<file path="config.mk">
export PLATFORM = sky130hd
export DESIGN_NAME = bccm_ctrl
export DESIGN_NICKNAME = d
export VERILOG_FILES = /design/src/rtl/core/bccm_pkg.sv /design/src/rtl/core/bccm_ctrl.sv
export SDC_FILE = /design/constraint.sdc
export NUM_CORES = 1
export LEC_CHECK = 0
export BUFFER_PORTS_ARGS = -buffer_cell sky130_fd_sc_hd__buf_4
export CORE_AREA = 2 2 39 41
export CTS_CLUSTER_SIZE = 20
export DETAILED_ROUTE_END_ITERATION = 8
export DIE_AREA = 0 0 41 43
export PLACE_DENSITY_LB_ADDON = 0.12
export SYNTH_ARGS = -nofsm -noshare
export SYNTH_HDL_FRONTEND = slang
export SYNTH_SLANG_ARGS = --single-unit
</file>
<file path="constraint.sdc">
create_clock -name clk -period 5 [get_ports clk]
set_clock_uncertainty 0.2 [all_clocks]
set_input_delay 1.25 -clock clk [delete_from_list [all_inputs] [get_ports clk]]
set_output_delay 1.25 -clock clk [all_outputs]
set_load 0.1 [all_outputs]
</file>
<file path="src/rtl/core/bccm_pkg.sv">
// Shared definitions for the bounded coin change block: widths, denominations,
// controller state encoding and the command/status groups between controller and datapath.
// No dependencies.
`default_nettype none

package bccm_pkg;

    localparam int CNT_W              = 10;
    localparam int ROW_W              = 11;
    localparam int DENOM_COUNT        = 4;
    localparam int DENOM_W            = 2;
    localparam int VALUE_W            = 5;
    localparam int MAX_AMOUNT_DEFAULT = 1023;

    // All-ones entry marks an amount that cannot be made.
    localparam logic [ROW_W-1:0] UNREACH = '1;

    localparam logic [DENOM_W-1:0] LAST_DENOM = DENOM_W'(DENOM_COUNT - 1);

    function automatic logic [VALUE_W-1:0] denom_value(input logic [DENOM_W-1:0] idx);
        logic [VALUE_W-1:0] v;
        unique case (idx)
            2'd0:    v = 5'd1;
            2'd1:    v = 5'd5;
            2'd2:    v = 5'd10;
            default: v = 5'd25;
        endcase
        return v;
    endfunction

    typedef enum logic [5:0] {
        ST_IDLE   = 6'b000001,
        ST_INIT   = 6'b000010,
        ST_LOAD   = 6'b000100,
        ST_SCAN   = 6'b001000,
        ST_WRITE  = 6'b010000,
        ST_FINISH = 6'b100000
    } state_t;

    typedef struct packed {
        logic start;
        logic init_wr;
        logic load;
        logic scan;
        logic write;
        logic finish;
    } cmd_t;

    typedef struct packed {
        logic bad;
        logic init_last;
        logic cand;
        logic j_zero;
        logic last_denom;
        logic out_full;
    } status_t;

endpackage

`default_nettype wire

</file>
<file path="src/rtl/core/bccm_ctrl.sv">
// Sequencer for the coin change dynamic program: clears the row, walks each
// denomination pass and hands the result to the output register. Depends on bccm_pkg.
`default_nettype none

module bccm_ctrl import bccm_pkg::*;
(
    input  wire logic    clk,
    input  wire logic    rst_n,
    input  wire logic    query_valid,
    output logic         query_ready,
    input  wire status_t status,
    output cmd_t         cmd
);

    state_t state_reg;
    state_t state_next;

    always_ff @(posedge clk or negedge rst_n)
    begin
        if (!rst_n)
        begin
            state_reg <= ST_IDLE;
        end
        else
        begin
            state_reg <= state_next;
        end
    end

    always_comb
    begin
        state_next  = state_reg;
        cmd         = '0;
        query_ready = 1'b0;
        unique case (state_reg)
            ST_IDLE:
            begin
                query_ready = 1'b1;
                if (query_valid)
                begin
                    cmd.start  = 1'b1;
                    state_next = ST_INIT;
                end
            end
            ST_INIT:
            begin
                if (status.bad)
                begin
                    state_next = ST_FINISH;
                end
                else
                begin
                    cmd.init_wr = 1'b1;
                    if (status.init_last)
                    begin
                        state_next = ST_LOAD;
                    end
                end
            end
            ST_LOAD:
            begin
                cmd.load   = 1'b1;
                state_next = ST_SCAN;
            end
            ST_SCAN:
            begin
                cmd.scan = 1'b1;
                if (!status.cand)
                begin
                    state_next = ST_WRITE;
                end
            end
            ST_WRITE:
            begin
                cmd.write = 1'b1;
                if (status.j_zero && status.last_denom)
                begin
                    state_next = ST_FINISH;
                end
                else
                begin
                    state_next = ST_LOAD;
                end
            end
            ST_FINISH:
            begin
                if (!status.out_full)
                begin
                    cmd.finish = 1'b1;
                    state_next = ST_IDLE;
                end
            end
            default:
            begin
                state_next = ST_IDLE;
            end
        endcase
    end

endmodule

`default_nettype wire

</file>
* Yosys cells after proc, flatten, opt, wreduce, memory -nomap -nowiden
Index checks and enable logic that the tools add are counted.
** Word-level totals
- Bits in read-only memories :: 0
- Bits in latches :: 0
- Memories kept :: 0
- RAM bits :: 0
- Logic and storage cells :: 30
- Bits in registers :: 6
- Bits of input ports :: 9
- Output and inout bits :: 7
** Cells by class
- Multiplexer cells :: 17
- Add/sub/neg operators :: 0
- Shift operators :: 0
- Bitwise operators :: 0
- Magnitude comparators :: 0
- Div/mod/pow operators :: 0
- Multipliers :: 0
- Equal/unequal tests :: 10
- Reduce and logical (&&, ||, !) cells :: 2
** Operators with widths (number)
- $mux W6 :: 6
- $pmux W6 S6 :: 1
- $mux W1 :: 10
- $eq A6 B1 Y1 const B :: 1
- $eq A6 B2 Y1 const B :: 1
- $eq A6 B3 Y1 const B :: 1
- $eq A6 B4 Y1 const B :: 1
- $eq A6 B5 Y1 const B :: 1
- $eq A6 B6 Y1 const B :: 1
- $ne A2 B2 Y1 const B :: 3
- $reduce_and A4 Y1 :: 1
- $ne A3 B3 Y1 const B :: 1
- $logic_and A1 B1 Y1 :: 1

* Depth between registers and ports, before layout
- Word-level depth :: 3
- Mapped depth :: 4
- Mapped depth without buffers :: 4

* Worst setup path before layout
No wires, ideal clock.
- Path kind :: in2out
- Start point :: input status[5] (netlist bit)
- End point :: output cmd[4] (netlist bit)
- Arrival time :: 3.448 ns
- Path buffers :: 0
- Required time :: 3.550 ns
- Cell stages on the path :: 1
- Setup slack :: 0.102 ns
- Cells stage by stage :: nor3_1
** Between the ends
- Word-level cells in the longest chain between the ends :: 2
** Ends and longest elaborated chain
- start, declared :: line bccm_ctrl.sv:11 : input wire status_t status,
- $mux W1 :: line bccm_ctrl.sv:47 : if (status.bad)
- $mux W1 :: line bccm_ctrl.sv:35 : unique case (state_reg)
- end, declared :: line bccm_ctrl.sv:12 : output cmd_t cmd
No other way between the ends.

==> metrics.md <==
| Metric | Value |
|---|---|
| Outcome | completed |
| Layout cells sized above 1 | 39.3% |
| Slowest cell on the critical path | buf_4 |
| Largest net degree at the start of global routing | 7 |
| Post-synthesis sequential area ratio | 41.4% |
| Total grt overflow | 0 |
| CTS tree | yes |
| Clk_lat worst skew | 0.24 ns |
| Final period utilization | 69.7% |
| Site row count | 14 |
| Drt total wl | 768 um |
| CTS sink cnt | 6 |
| Max Buffers Root-to-Sink | 2 |
| Layout Nets | 66 |
| Unique masters post-synth | 25 |
| Clk pin slew, worst setup/hold paths | 0.05 ns |
| Flops & latches, synth | 6 |
| Aggregate global-route resource usage | 12.0% |
| Dpl cell area | 498 um^2 |
| Final Max Slew Viols | 0 |
| Port bufs | 15 |
| Post-synth EDFFs | 0 |
| Leak | 0.000258 uW |
| Setup TNS | 0 ns |
| Area Growth Syn to Fin | 43.5% |
| Via count | 339 |
| Number of fill cells | 147 |
| ANT cells | 0 |
| H-Tree Depth | 1 |
| Crit-path cells | buf_4 > nor3_1 > buf_4 |
| Syn. warnings | 0 |
| PwrDens | 552 nW/um^2 |
| Synth top area share | 34.2% |
| Worst path max stage delay | 0.36 ns |
| Die height | 43 um |
| Max-cap viol count | 0 |
| Number of global-route vias before repair | 348 |
| DRC Markers | 0 |
| CP required | 3.55 ns |
| FMAX | 287 MHz |
| Wirelength per Cell | 10.7 um |
| First-pass GRT wire length | 1.38 mm |
| Crit path max fanout | 3 |
| Worst slew pin tran | 0.404 ns |
| Die Area | 1760 um^2 |
| Clock Tree Root | clkbuf_4 |
| Min Tclk post-route | 3.48 ns |
| RSZ-0062 raised after global routing | no |
| Gpl congestion | 0.728 |
| Worst EP arrival | 2.03 ns |
| Most common cell in the synthesized netlist | dfrtp_1 |
| Max IR drop VDD | 0.380 mV |
| Worst setup EP type | output port |
| Vias/cell | 4.71 |
| Most frequent CP cell | buf_4 |
| Fin area | 524 um^2 |
| Max reg flops | 6 |
| Final setup viols | 0 |
| Drt pass-1 iters | 4 |
| CP Launch Type | primary input |
| Core area | 1380 um^2 |
| Post-Synthesis Cells | 37 |
| Initial core utilization | 26.4% |
| Rel. slew slack | 72.8% |
| DP HPWL | 659 um |
| Ys async rst share | 100% |
| CTS Buf Count | 3 |
| Iteration-0 DRC Markers | 5 |
| Syn avg cell area | 9.87 um^2 |
| Area leader, netlist | dfrtp_1 |
| Crit Path Category | primary input to output port |
| Final ANT Viol Nets | 0 |
| Post-synth top flop | dfrtp_1 |
| Setup bufs post-CTS | 0 |
| Hold Buf Count CTS | 0 |
| Antenna violations before repair | 0 |
| Hold Fails Final Rpt | 0 |
| Cts repair resizes | 0 |
| Worst Hold Class | flip-flop to flip-flop |
| Mapped Area | 365 um^2 |
| R2R Setup Slk | 3.27 ns |
| Synth area leaders | dfrtp_1 (34%), dfstp_2 (7.2%), nand2b_1 (5.1%), and2_1 (3.4%), and4bb_2 (3.4%) |
| Chip width | 41 um |
| Syn Nets | 46 |
| Commonest cells in the netlist | dfrtp_1 (5), nand2b_1 (3), nor2_1 (3) |
| # IOs | 16 |
-- routing by layer --
| metal | global-route usage, % | wire length (um) | up-vias | part of all wire [%] |
|---|---|---|---|---|
| met4 | 10.0 | 0 | 0 | 0 |
| met1 | 16.0 | 339 | 161 | 44 |
| met5 | 0 | 0 | - | 0 |
| li1 | - | - | 172 | - |
| met2 | 16.3 | 401 | 6 | 52 |
| met3 | 1.57 | 27 | 0 | 3.5 |
-- cells by family (layout without fill, tap and decap cells) --
kind of cell	after synthesis	after routing	share of synthesized area, %
simple gates	21	21	38.7
compound gates	7	7	15.4
flops	6	6	41.4
buf+inv	2	21	2.06
xor+xnor	1	1	2.40
-- cell usage in the layout (no fill, tap or decap) --
cell type  Yosys  routed
and2_1         2       2
and4b_1        1       1
a21o_1         1       1
or2_1          1       1
a21boi_0       1       1
and4bb_2       1       1
o21a_1         1       1
nor3b_1        1       1
a22o_1         1       1
and3b_1        1       1
buf_4          0      15
dfstp_2        1       1
nand2b_1       3       3
o41ai_1        1       1
clkbuf_4       0       3
o22a_1         1       1
nor2b_1        1       1
or4_4          1       1
nor2_1         3       3
nor4_1         1       1
nand2_1        2       2
dfrtp_1        5       5
o21bai_1       1       1
xnor2_1        1       1
clkbuf_1       0       1
inv_1          2       2
nor3b_2        1       1
nor3_1         2       2
-- power by group --
| group | leakage (uW) | internal (uW) | switching, uW |
|---|---|---|---|
| sequential | 0.0000791 | 62.2 | 12.3 |
| combinational | 0.000164 | 50.6 | 117 |
| clock | 0.0000150 | 30.2 | 17.0 |
-- stage by stage --
step	setup slack, ns	hold slack (ns)	power [uW]	cells	utilization [%]
after floorplan	0.102	0.402	209	37	-
after global placement	1.51	0.463	245	68	36.0
after detailed placement	1.49	0.465	244	68	36.0
after CTS	1.49	0.459	294	72	37.9
after global routing	1.43	0.485	306	72	37.9
final	1.52	0.454	289	72	37.9
-- layout make-up --
type	instances	area [um^2]	share of cell area (%)
clock buffers	4	26.3	5.01
inverters	2	7.51	1.43
multi-input cells	29	206	39.4
flip-flops and latches	6	151	28.9
well taps	16	20.0	3.82
repair buffers	15	113	21.5
-- worst paths after layout --
check / start / to / depth (start not counted)
max: status[5] / cmd[4] / 3
min: state_reg[2] / state_reg[4] / 2
min reg2reg: state_reg[2] / state_reg[4] / 2
max reg2reg: state_reg[1] / state_reg[3] / 4
max in group asynchronous: rst_n / state_reg[0] / 1
min in group asynchronous: rst_n / state_reg[3] / 1
-- worst max-delay path: cells and delay by family --
kind                   cells  cell delay (ns)
and+or+nand+nor            1             0.31
buffers and inverters      2             0.47
(Power assumes the default switching activity.)
